==> src/rtl/fnvh_pkg.sv <==
// shared types, constants and helpers for the fnv-1a 64 float image hash
`default_nettype none

package fnvh_pkg;

  localparam int DIM_BITS   = 16;
  localparam int COUNT_BITS = 34;
  localparam int PX_BITS    = 2 * DIM_BITS;
  localparam int PX3_BITS   = PX_BITS + 2;
  localparam int CMP_BITS   = (PX3_BITS > COUNT_BITS) ? PX3_BITS : COUNT_BITS;
  localparam int PADDR_BITS = 3;

  localparam logic [63:0] FNV_BASIS       = 64'hcbf2_9ce4_8422_2325;
  // prime is 2^40 + 0x1b3
  localparam int          FNV_PRIME_SHIFT = 40;
  localparam logic [8:0]  FNV_PRIME_LOW   = 9'h1b3;

  localparam logic [COUNT_BITS-1:0] COUNT_MAX = {COUNT_BITS{1'b1}};

  localparam logic [1:0] ST_OK        = 2'd0;
  localparam logic [1:0] ST_ZERO_DIM  = 2'd1;
  localparam logic [1:0] ST_COUNT     = 2'd2;
  localparam logic [1:0] ST_NONFINITE = 2'd3;

  typedef struct packed {
    logic [31:0] component_bits;
    logic        last_component;
  } in_item_t;

  typedef struct packed {
    logic [63:0] frame_hash;
    logic [1:0]  frame_status;
  } out_item_t;

  typedef struct packed {
    logic       accept;
    logic       absorb;
    logic       from_pre;
    logic [3:0] idx;
    logic       mul_px;
    logic       finish;
  } cmd_t;

  typedef struct packed {
    logic last;
    logic out_free;
  } sts_t;

  function automatic logic [7:0] domain_byte(input logic [2:0] i);
    logic [7:0] b;
    case (i)
      3'd0:    b = 8'h52; // R
      3'd1:    b = 8'h45; // E
      3'd2:    b = 8'h52; // R
      3'd3:    b = 8'h47; // G
      3'd4:    b = 8'h42; // B
      3'd5:    b = 8'h01;
      3'd6:    b = 8'h03;
      default: b = 8'h00;
    endcase
    return b;
  endfunction

  function automatic logic [31:0] word32(input logic [DIM_BITS-1:0] v);
    logic [31:0] w;
    w = '0;
    w[DIM_BITS-1:0] = v;
    return w;
  endfunction

endpackage

`default_nettype wire

==> src/rtl/fnvh_cfg.sv <==
// apb-style register file holding image width and height
`default_nettype none

module fnvh_cfg (
  input  wire logic                            clk,
  input  wire logic                            rst_n,
  input  wire logic                            psel,
  input  wire logic                            penable,
  input  wire logic                            pwrite,
  input  wire logic [fnvh_pkg::PADDR_BITS-1:0] paddr,
  input  wire logic [31:0]                     pwdata,
  output logic      [31:0]                     prdata,
  output logic                                 pready,
  output logic      [fnvh_pkg::DIM_BITS-1:0]   width_o,
  output logic      [fnvh_pkg::DIM_BITS-1:0]   height_o
);

  logic [fnvh_pkg::DIM_BITS-1:0] width_r, width_nxt;
  logic [fnvh_pkg::DIM_BITS-1:0] height_r, height_nxt;
  logic                          wr_en;

  assign pready = 1'b1;
  assign wr_en  = psel && penable && pwrite && pready;

  always_comb begin
    width_nxt  = width_r;
    height_nxt = height_r;
    if (wr_en) begin
      if (paddr[2]) begin
        height_nxt = pwdata[fnvh_pkg::DIM_BITS-1:0];
      end else begin
        width_nxt = pwdata[fnvh_pkg::DIM_BITS-1:0];
      end
    end
  end

  always_ff @(posedge clk) begin
    if (!rst_n) begin
      width_r  <= '0;
      height_r <= '0;
    end else begin
      width_r  <= width_nxt;
      height_r <= height_nxt;
    end
  end

  assign prdata   = paddr[2] ? fnvh_pkg::word32(height_r) : fnvh_pkg::word32(width_r);
  assign width_o  = width_r;
  assign height_o = height_r;

endmodule

`default_nettype wire

==> src/rtl/fnvh_ctrl.sv <==
// sequencer: accept, preamble bytes, component bytes, pixel multiply, finish
`default_nettype none

module fnvh_ctrl (
  input  wire logic           clk,
  input  wire logic           rst_n,
  input  wire logic           in_valid,
  output logic                in_stall,
  input  wire fnvh_pkg::sts_t sts,
  output fnvh_pkg::cmd_t      cmd
);

  localparam logic [2:0] S_IDLE = 3'd0;
  localparam logic [2:0] S_PRE  = 3'd1;
  localparam logic [2:0] S_COMP = 3'd2;
  localparam logic [2:0] S_PX   = 3'd3;
  localparam logic [2:0] S_FIN  = 3'd4;

  logic [2:0] state_r, state_nxt;
  logic [3:0] step_r, step_nxt;
  logic       pre_done_r, pre_done_nxt;
  logic       ready;
  logic       acc;

  // next component may enter while the last byte of this one is absorbed
  assign ready = (state_r == S_IDLE) ||
                 ((state_r == S_COMP) && (step_r[1:0] == 2'd3) && !sts.last);
  assign acc      = in_valid && ready;
  assign in_stall = !ready;

  always_comb begin
    state_nxt    = state_r;
    step_nxt     = step_r;
    pre_done_nxt = pre_done_r;
    cmd          = '0;
    cmd.accept   = acc;
    cmd.absorb   = (state_r == S_PRE) || (state_r == S_COMP);
    cmd.from_pre = (state_r == S_PRE);
    cmd.idx      = step_r;
    case (state_r)
      S_IDLE: begin
        if (acc) begin
          step_nxt  = 4'd0;
          state_nxt = pre_done_r ? S_COMP : S_PRE;
        end
      end
      S_PRE: begin
        step_nxt = step_r + 4'd1;
        if (step_r == 4'd15) begin
          step_nxt     = 4'd0;
          state_nxt    = S_COMP;
          pre_done_nxt = 1'b1;
        end
      end
      S_COMP: begin
        step_nxt = step_r + 4'd1;
        if (step_r[1:0] == 2'd3) begin
          step_nxt = 4'd0;
          if (sts.last) begin
            state_nxt = S_PX;
          end else if (acc) begin
            state_nxt = S_COMP;
          end else begin
            state_nxt = S_IDLE;
          end
        end
      end
      S_PX: begin
        cmd.mul_px = 1'b1;
        state_nxt  = S_FIN;
      end
      S_FIN: begin
        if (sts.out_free) begin
          cmd.finish   = 1'b1;
          pre_done_nxt = 1'b0;
          state_nxt    = S_IDLE;
        end
      end
      default: begin
        state_nxt = S_IDLE;
      end
    endcase
  end

  always_ff @(posedge clk) begin
    if (!rst_n) begin
      state_r    <= S_IDLE;
      step_r     <= 4'd0;
      pre_done_r <= 1'b0;
    end else begin
      state_r    <= state_nxt;
      step_r     <= step_nxt;
      pre_done_r <= pre_done_nxt;
    end
  end

endmodule

`default_nettype wire

==> src/rtl/fnvh_dp.sv <==
// hash datapath: byte xor-multiply step, counters, status and result register
`default_nettype none

module fnvh_dp (
  input  wire logic                          clk,
  input  wire logic                          rst_n,
  input  wire fnvh_pkg::in_item_t            in_data,
  input  wire fnvh_pkg::cmd_t                cmd,
  output fnvh_pkg::sts_t                     sts,
  input  wire logic [fnvh_pkg::DIM_BITS-1:0] width_i,
  input  wire logic [fnvh_pkg::DIM_BITS-1:0] height_i,
  output logic                               out_valid,
  input  wire logic                          out_stall,
  output fnvh_pkg::out_item_t                out_data
);

  logic [63:0]                     hash_r, hash_nxt;
  logic [fnvh_pkg::COUNT_BITS-1:0] count_r, count_nxt;
  logic                            nonfinite_r, nonfinite_nxt;
  logic [31:0]                     word_r, word_nxt;
  logic                            last_r, last_nxt;
  logic [fnvh_pkg::PX_BITS-1:0]    px_r, px_nxt;
  logic                            out_valid_r, out_valid_nxt;
  fnvh_pkg::out_item_t             out_data_r, out_data_nxt;

  logic [31:0]                     w32, h32;
  logic [7:0]                      byte_v;
  logic [63:0]                     hx;
  logic [63:0]                     hash_step;
  logic [fnvh_pkg::PX3_BITS-1:0]   px3;
  logic [fnvh_pkg::CMP_BITS-1:0]   px3_cmp, count_cmp;
  logic [1:0]                      status;
  logic                            out_free;

  assign w32 = fnvh_pkg::word32(width_i);
  assign h32 = fnvh_pkg::word32(height_i);

  always_comb begin
    if (cmd.from_pre) begin
      case (cmd.idx[3:2])
        2'd0, 2'd1: byte_v = fnvh_pkg::domain_byte(cmd.idx[2:0]);
        2'd2:       byte_v = w32[8*cmd.idx[1:0] +: 8];
        default:    byte_v = h32[8*cmd.idx[1:0] +: 8];
      endcase
    end else begin
      byte_v = word_r[8*cmd.idx[1:0] +: 8];
    end
  end

  // multiply by the prime as a shift plus a 9-bit product
  assign hx        = hash_r ^ {56'd0, byte_v};
  assign hash_step = (hx << fnvh_pkg::FNV_PRIME_SHIFT) + (hx * fnvh_pkg::FNV_PRIME_LOW);

  assign px3       = fnvh_pkg::PX3_BITS'(px_r) + fnvh_pkg::PX3_BITS'({px_r, 1'b0});
  assign px3_cmp   = fnvh_pkg::CMP_BITS'(px3);
  assign count_cmp = fnvh_pkg::CMP_BITS'(count_r);

  always_comb begin
    if ((width_i == '0) || (height_i == '0)) begin
      status = fnvh_pkg::ST_ZERO_DIM;
    end else if ((count_r == fnvh_pkg::COUNT_MAX) || (px3_cmp != count_cmp)) begin
      status = fnvh_pkg::ST_COUNT;
    end else if (nonfinite_r) begin
      status = fnvh_pkg::ST_NONFINITE;
    end else begin
      status = fnvh_pkg::ST_OK;
    end
  end

  assign out_free = !out_valid_r || !out_stall;

  always_comb begin
    hash_nxt      = hash_r;
    count_nxt     = count_r;
    nonfinite_nxt = nonfinite_r;
    word_nxt      = word_r;
    last_nxt      = last_r;
    px_nxt        = px_r;
    out_valid_nxt = out_valid_r;
    out_data_nxt  = out_data_r;

    if (out_valid_r && !out_stall) begin
      out_valid_nxt = 1'b0;
    end
    if (cmd.absorb) begin
      hash_nxt = hash_step;
    end
    if (cmd.accept) begin
      // negative zero hashes as positive zero
      word_nxt = (in_data.component_bits == 32'h8000_0000) ? 32'd0 : in_data.component_bits;
      last_nxt = in_data.last_component;
      if (in_data.component_bits[30:23] == 8'hff) begin
        nonfinite_nxt = 1'b1;
      end
      if (count_r != fnvh_pkg::COUNT_MAX) begin
        count_nxt = count_r + 1'b1;
      end
    end
    if (cmd.mul_px) begin
      px_nxt = fnvh_pkg::PX_BITS'(width_i) * fnvh_pkg::PX_BITS'(height_i);
    end
    if (cmd.finish) begin
      out_valid_nxt             = 1'b1;
      out_data_nxt.frame_status = status;
      out_data_nxt.frame_hash   = (status == fnvh_pkg::ST_OK) ? hash_r : 64'd0;
      hash_nxt                  = fnvh_pkg::FNV_BASIS;
      count_nxt                 = '0;
      nonfinite_nxt             = 1'b0;
      last_nxt                  = 1'b0;
    end
  end

  always_ff @(posedge clk) begin
    if (!rst_n) begin
      hash_r      <= fnvh_pkg::FNV_BASIS;
      count_r     <= '0;
      nonfinite_r <= 1'b0;
      last_r      <= 1'b0;
      out_valid_r <= 1'b0;
    end else begin
      hash_r      <= hash_nxt;
      count_r     <= count_nxt;
      nonfinite_r <= nonfinite_nxt;
      last_r      <= last_nxt;
      out_valid_r <= out_valid_nxt;
    end
  end

  always_ff @(posedge clk) begin
    word_r     <= word_nxt;
    px_r       <= px_nxt;
    out_data_r <= out_data_nxt;
  end

  assign sts.last     = last_r;
  assign sts.out_free = out_free;
  assign out_valid    = out_valid_r;
  assign out_data     = out_data_r;

endmodule

`default_nettype wire

==> src/rtl/fnv1a64_float_image_hash_core.sv <==
// top level of the fnv-1a 64 float image hash: registers, sequencer and datapath
// a frame's first component goes through accept, 16 preamble bytes and its four bytes,
//   later ones through their four bytes, one byte per cycle through one xor-multiply
// a last component then adds the pixel multiply and status; status waits while out_stall holds
// inside a frame the next component can be taken while the last byte of the one before is absorbed
// reset: synchronous active-low rst_n clears registers, hash and frame state
`default_nettype none

module fnv1a64_float_image_hash_core (
  input  wire logic                            clk,
  input  wire logic                            rst_n,
  input  wire logic                            in_valid,
  output logic                                 in_stall,
  input  wire fnvh_pkg::in_item_t              in_data,
  output logic                                 out_valid,
  input  wire logic                            out_stall,
  output fnvh_pkg::out_item_t                  out_data,
  input  wire logic                            psel,
  input  wire logic                            penable,
  input  wire logic                            pwrite,
  input  wire logic [fnvh_pkg::PADDR_BITS-1:0] paddr,
  input  wire logic [31:0]                     pwdata,
  output logic      [31:0]                     prdata,
  output logic                                 pready
);

  logic [fnvh_pkg::DIM_BITS-1:0] width;
  logic [fnvh_pkg::DIM_BITS-1:0] height;
  fnvh_pkg::cmd_t                cmd;
  fnvh_pkg::sts_t                sts;

  fnvh_cfg u_cfg (
    .clk      (clk),
    .rst_n    (rst_n),
    .psel     (psel),
    .penable  (penable),
    .pwrite   (pwrite),
    .paddr    (paddr),
    .pwdata   (pwdata),
    .prdata   (prdata),
    .pready   (pready),
    .width_o  (width),
    .height_o (height)
  );

  fnvh_ctrl u_ctrl (
    .clk      (clk),
    .rst_n    (rst_n),
    .in_valid (in_valid),
    .in_stall (in_stall),
    .sts      (sts),
    .cmd      (cmd)
  );

  fnvh_dp u_dp (
    .clk       (clk),
    .rst_n     (rst_n),
    .in_data   (in_data),
    .cmd       (cmd),
    .sts       (sts),
    .width_i   (width),
    .height_i  (height),
    .out_valid (out_valid),
    .out_stall (out_stall),
    .out_data  (out_data)
  );

endmodule

`default_nettype wire

==> config.mk <==
export PLATFORM = sky130hd
export DESIGN_NAME = fnv1a64_float_image_hash_core
export DESIGN_NICKNAME = d
export VERILOG_FILES = /design/src/rtl/fnvh_pkg.sv /design/src/rtl/fnvh_cfg.sv /design/src/rtl/fnvh_ctrl.sv /design/src/rtl/fnvh_dp.sv /design/src/rtl/fnv1a64_float_image_hash_core.sv
export SDC_FILE = /design/constraint.sdc
export NUM_CORES = 2
export LEC_CHECK = 0
export BUFFER_PORTS_ARGS = -buffer_cell sky130_fd_sc_hd__clkbuf_2
export CORE_MARGIN = 4
export CORE_UTILIZATION = 55
export DETAILED_ROUTE_END_ITERATION = 12
export GPL_TIMING_DRIVEN = 0
export HOLD_SLACK_MARGIN = 0.08
export PLACE_DENSITY = 0.75
export REMOVE_ABC_BUFFERS = 1
export SLEW_MARGIN = 20
export SYNTH_ARGS = -nofsm -noshare
export SYNTH_HDL_FRONTEND = slang
export SYNTH_SLANG_ARGS = --single-unit
export TNS_END_PERCENT = 10
==> constraint.sdc <==
create_clock -name clk -period 9.1 [get_ports clk]
set_clock_uncertainty 0.2 [all_clocks]
set_input_delay 0.455 -clock clk [delete_from_list [all_inputs] [get_ports clk]]
set_output_delay 0.455 -clock clk [all_outputs]
set_load 0.02 [all_outputs]
==> impl_metrics.tcl <==
set metrics [dict create \
    num_vias 24000 \
    multi_input_area_um2 22700 \
    timing.max_slew.rel_slack 0.208 \
    final_weighted_congestion_of_routability_driven_global_placement 0.959 \
    max_clock_freq_ghz 0.116 \
    ctsLongestPathBuffers 3 \
    r2r-start "u_cfg.width_o[9]" \
    hold_viol_final 0 \
    critical_path.max_fanout 20 \
    placement.io_buffers 140 \
    path_clk_slew_ps 60 \
    clk_sinks 271 \
    reg2reg_capture_point "u_dp.hash_r[58]" \
    synth_cells 3438 \
    cp-startpoint "u_cfg.width_o[9]" \
    placement_rows 88 \
    global_route.usage.total 0.251 \
    layout_min_cycle_time_ps 8640 \
    synth.top_cells.by_area "sky130_fd_sc_hd__fa_1 (27%), sky130_fd_sc_hd__ha_1 (13%), sky130_fd_sc_hd__edfxtp_1 (12%), sky130_fd_sc_hd__dfxtp_1 (8.8%), sky130_fd_sc_hd__inv_1 (6.5%)" \
    design.portCount 176 \
    cts_tree "yes" \
    half_perimeter_wire_length_of_the_detailed_placement_result_um 61500 \
    hold_wc_path_type "in -> reg" \
    register_to_register_path_setup_slack_ps 460 \
    worst_path_cell_with_the_longest_stage_delay "sky130_fd_sc_hd__dfxtp_1" \
    grt_overflow 0 \
    placeableCoreArea_um2 57800 \
    synth.ff_latch_count 271 \
    max_cap_violations 0 \
    async_flop_share 0 \
    aggregate_routed_wire_length_um 78300 \
    number_of_distinct_standard_cells_referenced_by_the_synthesized_netlist 77 \
    first_global_vias 24700 \
    initial_core_util 0.557 \
    syn_area_per_cell_um2 9.37 \
    final_layout_size_suffix_gt1_frac 0.0871 \
    outcome "finished clean" \
    cpLargestDelayFamily "compound AO/OA/AOI/OAI gates" \
    grt_pass1_wl_um 129000 \
    syn_to_final_growth_pct 9.13 \
    cpPeakStageDelay_ps 1020 \
    vias_per_cell 5.57 \
    synth.yosys.seq_area_share 0.209 \
    clock_latency_ps 560 \
    synth.largest_area_cell "sky130_fd_sc_hd__fa_1" \
    setup_violations 0 \
    firstDrtPassIters 6 \
    num_antenna_cells 0 \
    critPathLaunchType "flop" \
    critical_path_cell_count 23 \
    worst-path-buf-inv 0 \
    timing.critical_path.cells "mux4_2, a21oi_1, o21ai_0, xor2_2, ha_1, xor2_1, ha_1, fa_1, fa_1, ha_1, ha_1, a2111oi_0, o31a_1, o21ai_0, a22oi_1, a21oi_1, a21oi_1, o211ai_1, a21oi_1, o21bai_1, a31oi_1, xnor2_1, o21ai_0" \
    final_core_utilization 0.608 \
    synth.top_cell.area_share 0.267 \
    final_max_slew_viol_count 0 \
    n_fill_cell 4838 \
    cts_root_buf "sky130_fd_sc_hd__clkbuf_16" \
    crit_path_end "u_dp.hash_r[58]" \
    netlist_area_um2 32200 \
    dr.first_iter.drc_count 1572 \
    synth_enable_flop_cells 130 \
    antenna_found_initial 0 \
    top_usage_layer "met2" \
    grt_setup_unrepaired "false" \
    yosysWarningCount 0 \
    grt.met3_usage 0.0430 \
    synthFlopType "sky130_fd_sc_hd__dfxtp_1" \
    area.sequential_um2 6730 \
    globalRouteMet1Util 0.345 \
    tritoncts.num_buffers 34 \
    worstPathRequired_ps 9330 \
    cp_data_arrival_time_ps 8870 \
    r2r.worst_path.cells 23 \
    drt-wirelength-per-cell_um 18.2 \
    setup.worst_path.end_class "flop" \
    die_width_um 250 \
    cts-htree-levels 2 \
    route.detailed.drc 0 \
    worst_hold_slack_ps 194 \
    critical_path_class "reg -> reg" \
    min_path_cells 4 \
    largest_net_degree_at_the_start_of_global_routing 71 \
    fin_crit_sh 0.949 \
    holdCritStartpoint "in_valid" \
    die_y_um 250 \
    antenna_nets_post_route 0 \
    floorplan.die_area_um2 62500 \
    max_slew.worst_pin.slew_ps 1190 \
    design.final.nets 4339 \
    use_met2 0.416 \
]
[cells in the final DEF, fill, tap and decap left out, types with 19 or more instances in the layout]
cell type                         n
sky130_fd_sc_hd__inv_1          560
sky130_fd_sc_hd__fa_1           429
sky130_fd_sc_hd__nand2_1        397
sky130_fd_sc_hd__ha_1           323
sky130_fd_sc_hd__a21oi_1        205
sky130_fd_sc_hd__clkbuf_2       140
sky130_fd_sc_hd__dfxtp_1        139
sky130_fd_sc_hd__edfxtp_1       130
sky130_fd_sc_hd__and2_1         122
sky130_fd_sc_hd__nor2_1         107
sky130_fd_sc_hd__xnor2_1         98
sky130_fd_sc_hd__o21ai_0         86
sky130_fd_sc_hd__xor2_1          86
sky130_fd_sc_hd__a21o_1          76
sky130_fd_sc_hd__nand3_1         59
sky130_fd_sc_hd__dlygate4sd3_1   52
sky130_fd_sc_hd__and2_2          41
sky130_fd_sc_hd__clkbuf_16       36
sky130_fd_sc_hd__nand4_1         30
sky130_fd_sc_hd__nor3_1          25
sky130_fd_sc_hd__nand2b_1        24
sky130_fd_sc_hd__o211ai_1        20
sky130_fd_sc_hd__nor4_1          19
[timing repair]
| action | CTS | global route |
|---|---|---|
| endpoints found under the hold margin | 67 | 0 |
| setup endpoints to repair | 11 | 17 |
| buffers inserted | 0 | 3 |
| pin swaps | 0 | 1 |
| hold buffers | 52 | 0 |
| gates resized for setup | 1 | 6 |
[stage by stage]
stage	TNS, ps	cell area [um^2]	worst slack, ps	instances
after floorplan	0	31500	1750	3269
final	0	35200	460	4303
after global placement	-98610	33200	-2720	4174
after CTS	0	35100	152	4300
after detailed placement	-1700	33400	-349	4186
after global routing	0	35200	90.0	4303
[area by class of cell]
cell class              count  share of cell area
clock inverters            19             0.00513
multi-input cells        2436               0.647
repair buffers            207              0.0425
well taps                 765              0.0272
flip-flops and latches    271               0.191
clock buffers              43              0.0269
inverters                 562              0.0600
[cells in the mapped netlist (18+ instances only)]
| library cell | number |
|---|---|
| sky130_fd_sc_hd__nand4_1 | 30 |
| sky130_fd_sc_hd__o21ai_0 | 86 |
| sky130_fd_sc_hd__a21oi_1 | 207 |
| sky130_fd_sc_hd__nand3_1 | 59 |
| sky130_fd_sc_hd__inv_1 | 560 |
| sky130_fd_sc_hd__xor2_1 | 88 |
| sky130_fd_sc_hd__and2_2 | 40 |
| sky130_fd_sc_hd__edfxtp_1 | 130 |
| sky130_fd_sc_hd__nand2b_1 | 25 |
| sky130_fd_sc_hd__nor4_1 | 19 |
| sky130_fd_sc_hd__o211ai_1 | 20 |
| sky130_fd_sc_hd__fa_1 | 429 |
| sky130_fd_sc_hd__xnor2_1 | 100 |
| sky130_fd_sc_hd__nand2_1 | 398 |
| sky130_fd_sc_hd__clkbuf_1 | 143 |
| sky130_fd_sc_hd__dfxtp_1 | 141 |
| sky130_fd_sc_hd__a21o_1 | 76 |
| sky130_fd_sc_hd__ha_1 | 323 |
| sky130_fd_sc_hd__and2_1 | 123 |
| sky130_fd_sc_hd__mux2_2 | 18 |
| sky130_fd_sc_hd__nor3_1 | 25 |
| sky130_fd_sc_hd__nor2_1 | 108 |
[state kept, by name (all words and copies together) (netlist names)]
register and flops:
u_dp.out_data 66, u_dp.hash_r 64, u_dp.count_cmp 34, u_dp.px_r 32, u_dp.word_r 32, u_cfg.height_o 16, u_cfg.width_o 16, u_ctrl.step_r 4
u_ctrl.state_r 3, u_ctrl.pre_done_r 1, u_dp.last_r 1, u_dp.nonfinite_r 1, u_dp.out_valid 1
[worst min-delay path by stage]
stage                         to  slack, ps
4_1_cts         u_ctrl.step_r[0]        150
3_3_place_gp      u_dp.hash_r[3]        280
2_1_floorplan  u_ctrl.pre_done_r        250
3_5_place_dp      u_dp.hash_r[3]        280
5_1_grt         u_ctrl.step_r[0]        210
6_report        u_ctrl.step_r[0]        190
[per-layer routing]
layer  vias up  part of all wire  wire, um
li1      11300                 -         -
met4         0             0.029      2290
met2       844              0.47     36800
met1     11700              0.43     33500
met3       156             0.073      5740
met5         -                 0         0
[cell families after synthesis]
| family | synth area share |
|---|---|
| adders and majority gates | 0.392 |
| and+or+nand+nor | 0.137 |
| muxes | 0.0200 |
| AOI/OAI and AO/OA | 0.101 |
| xor gates and xnor gates | 0.0511 |
| other | 0.000233 |
| buffers and inverters | 0.0896 |
| DFF | 0.209 |
[worst reg2reg max path, stage by stage (launching register included)]
cell	delay (ps)
sky130_fd_sc_hd__dfxtp_1	1020
sky130_fd_sc_hd__mux4_2	490
sky130_fd_sc_hd__a21oi_1	80
sky130_fd_sc_hd__o21ai_0	410
sky130_fd_sc_hd__xor2_2	460
sky130_fd_sc_hd__ha_1	290
sky130_fd_sc_hd__xor2_1	280
sky130_fd_sc_hd__ha_1	300
sky130_fd_sc_hd__fa_1	530
sky130_fd_sc_hd__fa_1	430
sky130_fd_sc_hd__ha_1	290
sky130_fd_sc_hd__ha_1	340
sky130_fd_sc_hd__a2111oi_0	610
sky130_fd_sc_hd__o31a_1	330
sky130_fd_sc_hd__o21ai_0	280
sky130_fd_sc_hd__a22oi_1	340
sky130_fd_sc_hd__a21oi_1	180
sky130_fd_sc_hd__a21oi_1	430
sky130_fd_sc_hd__o211ai_1	160
sky130_fd_sc_hd__a21oi_1	390
sky130_fd_sc_hd__o21bai_1	190
sky130_fd_sc_hd__a31oi_1	270
sky130_fd_sc_hd__xnor2_1	150
sky130_fd_sc_hd__o21ai_0	90
Power is not shown: default switching activity piles up to over one toggle a cycle in this logic, so the estimate is an artifact.
